===== config.mk =====
export PLATFORM = sky130hd
export DESIGN_NAME = tiny_register_machine_execute
export DESIGN_NICKNAME = d
export VERILOG_FILES = /design/src/rtl/trm_pkg.sv /design/src/rtl/trm_mdu.sv /design/src/rtl/tiny_register_machine_execute.sv
export SDC_FILE = /design/constraint.sdc
export NUM_CORES = 2
export LEC_CHECK = 0
export BUFFER_PORTS_ARGS = -buffer_cell sky130_fd_sc_hd__buf_2
export CORE_MARGIN = 3
export CORE_UTILIZATION = 30
export CTS_BUF_LIST = sky130_fd_sc_hd__clkbuf_4 sky130_fd_sc_hd__clkbuf_8
export DETAILED_ROUTE_END_ITERATION = 8
export GPL_TIMING_DRIVEN = 0
export SKIP_CTS_REPAIR_TIMING = 1
export SLEW_MARGIN = 15
export SYNTH_ARGS = -nofsm -noshare
export SYNTH_HDL_FRONTEND = slang
export SYNTH_HIERARCHICAL = 1
export SYNTH_SLANG_ARGS = --single-unit

===== constraint.sdc =====
create_clock -name clk -period 17.3 [get_ports clk]
set_clock_uncertainty 0.05 [all_clocks]
set_input_delay 1.73 -clock clk [delete_from_list [all_inputs] [get_ports clk]]
set_output_delay 1.73 -clock clk [all_outputs]
set_load 0.01 [all_outputs]

===== src/rtl/trm_pkg.sv =====
// Package for the register machine execute block: widths and opcodes.
// No dependencies.
`timescale 1ns / 1ps
package trm_pkg;
	localparam int NumRegs = 10;
	localparam int DataWidth = 32;
	localparam int PcWidth = 8;
	localparam int RegIdxWidth = 4;
	localparam int CntWidth = $clog2(DataWidth + 1);

	typedef enum logic [3:0] {
		FN_HALT = 4'd0, FN_ADD = 4'd1, FN_SUB = 4'd2, FN_MUL = 4'd3,
		FN_DIV = 4'd4, FN_MOV = 4'd5, FN_LDI = 4'd6, FN_SHOW = 4'd7,
		FN_CLR = 4'd8, FN_JMP = 4'd9, FN_BEQ = 4'd10, FN_BNE = 4'd11,
		FN_SLT = 4'd12
	} func_t;

	localparam logic [1:0] KIND_REG = 2'd1;
	localparam logic [1:0] KIND_IMM = 2'd2;

	typedef struct packed {
		logic start;
		logic is_div;
	} mdu_ctl_t;
endpackage


===== src/rtl/trm_mdu.sv =====
// Bit-serial multiply / signed divide unit, one bit per cycle.
// Depends on trm_pkg.
`timescale 1ns / 1ps
module trm_mdu import trm_pkg::*; (
	input  logic                 clk,
	input  logic                 arst_n,
	input  mdu_ctl_t             ctl,
	input  logic [DataWidth-1:0] op_a,
	input  logic [DataWidth-1:0] op_b,
	output logic                 done,
	output logic [DataWidth-1:0] result
);
	logic [DataWidth-1:0] acc_q, sh_q, opb_q;
	logic [CntWidth-1:0]  cnt_q;
	logic                 busy_q, div_q, neg_q;
	logic [DataWidth:0]   trial;
	logic [DataWidth-1:0] rem_sh;

	assign rem_sh = {acc_q[DataWidth-2:0], sh_q[DataWidth-1]};
	assign trial = {1'b0, rem_sh} - {1'b0, opb_q};
	assign done = busy_q && (cnt_q == CntWidth'(0));
	assign result = !div_q ? acc_q : (neg_q ? (~sh_q + 1'b1) : sh_q);

	always_ff @(posedge clk or negedge arst_n) begin
		if (!arst_n) begin
			busy_q <= 1'b0;
			cnt_q  <= '0;
		end else if (ctl.start) begin
			busy_q <= 1'b1;
			cnt_q  <= CntWidth'(DataWidth);
			div_q  <= ctl.is_div;
			neg_q  <= op_a[DataWidth-1] ^ op_b[DataWidth-1];
			acc_q  <= '0;
			if (ctl.is_div) begin
				sh_q  <= op_a[DataWidth-1] ? (~op_a + 1'b1) : op_a;
				opb_q <= op_b[DataWidth-1] ? (~op_b + 1'b1) : op_b;
			end else begin
				sh_q  <= op_a;
				opb_q <= op_b;
			end
		end else if (busy_q) begin
			if (cnt_q == CntWidth'(0)) begin
				busy_q <= 1'b0;
			end else begin
				cnt_q <= cnt_q - 1'b1;
				if (div_q) begin
					// restoring divide: quotient bits shift into sh_q
					acc_q <= trial[DataWidth] ? rem_sh : trial[DataWidth-1:0];
					sh_q  <= {sh_q[DataWidth-2:0], ~trial[DataWidth]};
				end else begin
					// add-shift, multiplier MSB first
					acc_q <= {acc_q[DataWidth-2:0], 1'b0} +
						(sh_q[DataWidth-1] ? opb_q : '0);
					sh_q  <= {sh_q[DataWidth-2:0], 1'b0};
				end
			end
		end
	end
endmodule


===== src/rtl/tiny_register_machine_execute.sv =====
// Top level of the register machine execute block.
// Depends on trm_pkg and trm_mdu.
`timescale 1ns / 1ps
// Operations are latched on accept, executed in ST_EXEC and their result
// registered; MUL and DIV by a nonzero divisor wait in ST_WAIT for the
// bit-serial multiply/divide unit (one bit a cycle). One at a time: the next
// is accepted once the result register is empty or being taken.
// Reset: arst_n clears control state and the ten registers to zero.
module tiny_register_machine_execute import trm_pkg::*; (
	input  logic                   clk,
	input  logic                   arst_n,
	input  logic                   in_valid,
	output logic                   in_stall,
	input  logic [3:0]             func,
	input  logic [RegIdxWidth-1:0] dest_reg,
	input  logic [1:0]             src_a_kind,
	input  logic [RegIdxWidth-1:0] src_a_reg,
	input  logic signed [31:0]     src_a_imm,
	input  logic [1:0]             src_b_kind,
	input  logic [RegIdxWidth-1:0] src_b_reg,
	input  logic signed [31:0]     src_b_imm,
	input  logic [PcWidth-1:0]     branch_target,
	input  logic [PcWidth-1:0]     cur_pc,
	output logic                   out_valid,
	input  logic                   out_stall,
	output logic [PcWidth-1:0]     next_pc,
	output logic                   halt,
	output logic                   reg_written,
	output logic [RegIdxWidth-1:0] written_reg,
	output logic signed [31:0]     written_value,
	output logic signed [31:0]     shown_value,
	output logic                   div_by_zero
);
	typedef enum logic [1:0] {ST_IDLE, ST_EXEC, ST_WAIT} state_t;

	state_t state_q;
	logic [DataWidth-1:0] rf_q [NumRegs];
	// latched transaction
	logic [3:0]             fn_q;
	logic [RegIdxWidth-1:0] dst_q, ra_q, rb_q;
	logic [1:0]             ka_q, kb_q;
	logic [31:0]            ia_q, ib_q;
	logic [PcWidth-1:0]     tgt_q, pc_q;

	logic out_busy;
	assign out_busy = out_valid && out_stall;
	assign in_stall = (state_q != ST_IDLE) || out_busy;

	function automatic logic [DataWidth-1:0] rd(
		input logic [DataWidth-1:0] rf [NumRegs], input logic [RegIdxWidth-1:0] i);
		return (32'(i) < NumRegs) ? rf[i] : '0;
	endfunction

	logic [DataWidth-1:0] a, b, ca, cb, wval;
	logic [PcWidth-1:0]   nxt, pc1;
	logic                 want_wr, hlt, dz, need_mdu;
	logic [DataWidth-1:0] shown;

	always_comb begin
		a = rd(rf_q, ra_q);
		b = rd(rf_q, rb_q);
		ca = (ka_q == KIND_REG) ? a : (ka_q == KIND_IMM) ? ia_q : '0;
		cb = (kb_q == KIND_REG) ? b : (kb_q == KIND_IMM) ? ib_q : '0;
		pc1 = pc_q + 1'b1;
		nxt = pc1;
		wval = '0;
		want_wr = 1'b0;
		hlt = 1'b0;
		dz = 1'b0;
		shown = '0;
		need_mdu = 1'b0;
		case (fn_q)
			FN_HALT: begin hlt = 1'b1; nxt = pc_q; end
			FN_ADD:  begin wval = a + b; want_wr = 1'b1; end
			FN_SUB:  begin wval = a - b; want_wr = 1'b1; end
			FN_MUL:  need_mdu = 1'b1;
			FN_DIV:  begin if (b == '0) dz = 1'b1; else need_mdu = 1'b1; end
			FN_MOV:  begin wval = a; want_wr = 1'b1; end
			FN_LDI:  begin wval = ia_q; want_wr = 1'b1; end
			FN_SHOW: shown = rd(rf_q, dst_q);
			FN_JMP:  nxt = (tgt_q != pc_q) ? tgt_q : pc1;
			FN_BEQ:  nxt = ((ca == cb) && tgt_q != pc_q) ? tgt_q : pc1;
			FN_BNE:  nxt = ((ca != cb) && tgt_q != pc_q) ? tgt_q : pc1;
			FN_SLT:  begin
				wval = DataWidth'(($signed(ca) < $signed(cb)));
				want_wr = 1'b1;
			end
			default: ;
		endcase
	end

	mdu_ctl_t mctl;
	logic mdone;
	logic [DataWidth-1:0] mres;
	assign mctl.start = (state_q == ST_EXEC) && need_mdu;
	assign mctl.is_div = (fn_q == FN_DIV);

	trm_mdu u_mdu (
		.clk(clk), .arst_n(arst_n), .ctl(mctl),
		.op_a(a), .op_b(b), .done(mdone), .result(mres)
	);

	logic dst_ok;
	assign dst_ok = 32'(dst_q) < NumRegs;

	always_ff @(posedge clk or negedge arst_n) begin
		if (!arst_n) begin
			state_q <= ST_IDLE;
			out_valid <= 1'b0;
			for (int i = 0; i < NumRegs; i++) rf_q[i] <= '0;
		end else begin
			if (out_valid && !out_stall) out_valid <= 1'b0;
			case (state_q)
				ST_IDLE: begin
					if (in_valid && !in_stall) begin
						fn_q <= func; dst_q <= dest_reg;
						ka_q <= src_a_kind; ra_q <= src_a_reg; ia_q <= src_a_imm;
						kb_q <= src_b_kind; rb_q <= src_b_reg; ib_q <= src_b_imm;
						tgt_q <= branch_target; pc_q <= cur_pc;
						state_q <= ST_EXEC;
					end
				end
				ST_EXEC: begin
					if (need_mdu) begin
						state_q <= ST_WAIT;
					end else begin
						if (fn_q == FN_CLR)
							for (int i = 0; i < NumRegs; i++) rf_q[i] <= '0;
						if (want_wr && dst_ok) rf_q[dst_q] <= wval;
						next_pc <= nxt; halt <= hlt; div_by_zero <= dz;
						shown_value <= shown;
						reg_written <= want_wr && dst_ok;
						written_reg <= (want_wr && dst_ok) ? dst_q : '0;
						written_value <= (want_wr && dst_ok) ? wval : '0;
						out_valid <= 1'b1;
						state_q <= ST_IDLE;
					end
				end
				ST_WAIT: begin
					if (mdone) begin
						if (dst_ok) rf_q[dst_q] <= mres;
						next_pc <= pc1; halt <= 1'b0; div_by_zero <= 1'b0;
						shown_value <= '0;
						reg_written <= dst_ok;
						written_reg <= dst_ok ? dst_q : '0;
						written_value <= dst_ok ? mres : '0;
						out_valid <= 1'b1;
						state_q <= ST_IDLE;
					end
				end
				default: state_q <= ST_IDLE;
			endcase
		end
	end
endmodule


==> summary.md <==
| Metric | Value |
|---|---|
| Maximum vdd drop | `0.0763 mV` |
| Slew @ Worst Pin | `1.49 ns` |
| Clk sinks | `607` |
| CTS buffer count | `119` |
| Cell area power density | `159 nW/um^2` |
| Synth Register Bits | `607` |
| Post-synthesis cell count | `5133` |
| Via count | `49500` |
| Post-synth top area share | `0.178` |
| Clk pwr share | `0.202` |
| Int Pwr | `4440 uW` |
| Share of layout cells above drive strength 1 | `0.163` |
| Die width | `400 um` |
| Power share of the combinational group | `0.508` |
| Sequential cell area | `16600 sq um` |
| Total grt overflow | `0` |
| Endpoint class of the critical path | `flip-flop` |
| Overall power | `8600 uW` |
| Length in cells of the worst reg-to-reg path | `17` |
| Max cap viols | `1` |
| Pre-Repair DR Iteration Count | `9` |
| IO Count | `185` |
| CP max-delay cell | `a41oi_1` |
| Final Worst Setup Slack | `7.48 ns` |
| Starting DRC count in detailed routing | `7681` |
| CTS tree | `built` |
| Fillcell total | `15900` |
| Remaining DRCs | `2` |
| Sw Ratio | `0.484` |
| Die area | `160000 sq um` |
| Number of flip-flops in the largest register | `320` |
| Antenna viol nets, final | `0` |
| Via density | `6.47` |
| Most frequent cell on the critical path | `clkbuf_1` |
| Family with the most delay on the worst path | `buffers and inverters` |
| P_sw | `4160 uW` |
| Synth top area cells | `edfxtp_1 18%, dfrtp_1 18%, mux4_2 7.2%` |
| Pin count of the biggest net entering global routing | `79` |
| Sequential fraction of the synthesis area | `0.355` |
| Status | `complete, but fails checks` |
| Clk slew on worst S/H paths | `0.06 ns` |
| Ys flop type | `dfrtp_1` |
| Synth-to-Final Area Change | `15.9%` |
| H-Tree Depth | `3` |
| Synth Net Count | `5376` |
| Worst min-delay path class | `reg2reg` |
| Leak pwr | `0.0204 uW` |
| Sequential Power Share | `0.290` |
| Syn Area/Cell | `9.09 sq um` |
| YS warnings | `6` |
| Unrepaired setup endpoints after global routing | `no` |
| Synth cell types | `107` |
| Bufs on Longest Clock Path | `3` |
| Worst hold path depth | `1` |
| Most flops, register | `rf_q` |
| Slew Viols, Final | `1` |
| DP HPWL | `214 mm` |
| Worst path buffer plus inverter count | `5` |
| Failing checks | `design-rule violations, max-capacitance violations, max-slew violations` |
| GP Congestion | `1.04` |
| Crit-path max cell delay | `0.99 ns` |
| Peak Freq | `102 MHz` |
| Worst-Skew Late Latency | `0.93 ns` |
| Tmin final | `9.82 ns` |
| Worst-path maximum fanout | `10` |
| Most common cell after layout, fill and taps aside | `nand2_1` |
| Cell row count | `144` |
| Ys async rst share | `0.544` |
| Final WL | `276 mm` |
| Slew headroom | `-0.00320` |
| Final hold vios | `0` |
| # setup viols final | `0` |
| WL per Instance | `36.1 um` |
| Area of the multi-input gates | `28000 sq um` |
| GR Util All Layers | `0.330` |
| Most frequent cells in the layout | `679 x nand2_1, 482 x a21oi_1, 374 x nor2_1` |
| Initial core utilization | `0.302` |
| Fin crit share | `0.567` |
| Area leader, netlist | `edfxtp_1` |
| Setup CP Type | `reg2reg` |
| Cell Area, Synth | `46600 sq um` |
| Worst path cell trace | `clkbuf_1 -> clkbuf_1 -> clkbuf_2 -> clkbuf_1 -> mux4_2 -> a221oi_1 -> a21oi_1 -> a22o_1 -> ha_1 -> nand4_1 -> nor3_1 -> o211ai_1 -> o21ai_0 -> mux2i_1 -> a41oi_1 -> clkbuf_1 -> o21ai_0` |
| EDFF count, synth | `277` |
| First-pass GRT wire length | `374 mm` |
| Core ar. | `154000 sq um` |
| Vias in the first global route | `46200` |
| Place WS | `8.11 ns` |
| Vert. Die Dim | `400 um` |
| Critical Path RT | `17.78 ns` |
| Worst path arrival time | `10.29 ns` |
| Nets | `5741` |
| Port Buffer Count | `184` |
| Initial antenna violation count | `17` |
| Cell depth of the worst setup path | `17` |
| Root buf cell | `clkbuf_8` |
| Critical path launch point type | `flip-flop` |
## per-layer routing
| layer | vias up | global-route usage | wire [um] |
|---|---|---|---|
| met5 | - | 0 | 29 |
| met4 | 4 | 0.224 | 21800 |
| met3 | 818 | 0.108 | 34800 |
| met2 | 3753 | 0.465 | 112000 |
| met1 | 24600 | 0.426 | 108000 |
| li1 | 20300 | - | - |
## power groups by stage
stage                     Clock (uW)  Sequential (uW)  Combinational (uW)
after CTS                       1760             2440                4170
after detailed placement           0             2470                4150
after floorplan                    0             2250                2610
final                           1740             2490                4370
after global placement             0             2490                4030
after global routing            1820             2510                4550
## metrics by stage
stage | instances | cell area, sq um | setup TNS (ns) | util | hold slack [ns]
final | 7658 | 54100 | 0 | 0.351 | 0.478
after global placement | 7361 | 50100 | -156.92 | 0.325 | 0.462
after CTS | 7644 | 54000 | 0 | 0.350 | 0.479
after detailed placement | 7420 | 51300 | 0 | 0.332 | 0.467
after global routing | 7647 | 54000 | 0 | 0.350 | 0.511
after floorplan | 5133 | 46600 | 0 | - | 0.430
## synth_stat cells (87+ instances only)
library cell  count
nand2_1         679
a21oi_1         505
nor2_1          379
dfrtp_1         330
clkbuf_1        306
edfxtp_1        277
o21ai_0         270
a31oi_1         177
mux4_2          150
a22oi_1         145
ha_1            136
mux2i_1         117
xor2_1          107
xnor2_1          99
inv_1            94
mux2_2           92
o22ai_1          87
## cells by family after synthesis
| family | Yosys count | synth area share |
|---|---|---|
| buffers and inverters | 547 | 0.0510 |
| XOR/XNOR | 206 | 0.0387 |
| flip-flops | 607 | 0.355 |
| AND/OR/NAND/NOR | 1450 | 0.138 |
| multiplexers | 361 | 0.120 |
| AO/OA/AOI/OAI | 1823 | 0.259 |
| adder cells (fa/ha/maj) | 139 | 0.0378 |
## worst paths after layout
| kind | end | slack (ns) | start |
|---|---|---|---|
| setup / recovery | written_value[0] | 7.48 | ra_q[1] |
| hold / removal | state_q[0] | 0.48 | state_q[0] |
| setup reg to reg | written_value[0] | 7.48 | ra_q[1] |
| hold reg to reg | state_q[0] | 0.48 | state_q[0] |
| max in group asynchronous | rf_q[2] | 14.99 | arst_n |
| min in group asynchronous | rf_q[102] | 0.73 | arst_n |
## area by class of cell
cell class | count | share of cell area
clock buffers | 173 | 0.0400
diodes | 13 | 0.000602
flip-flops and latches | 607 | 0.307
multi-input cells | 3979 | 0.519
plain buffers | 450 | 0.0374
inverters | 97 | 0.00673
well taps | 2044 | 0.0473
clock inverters | 51 | 0.0108
repair buffers | 244 | 0.0319
Note: power is estimated with default switching activity, not from simulation.
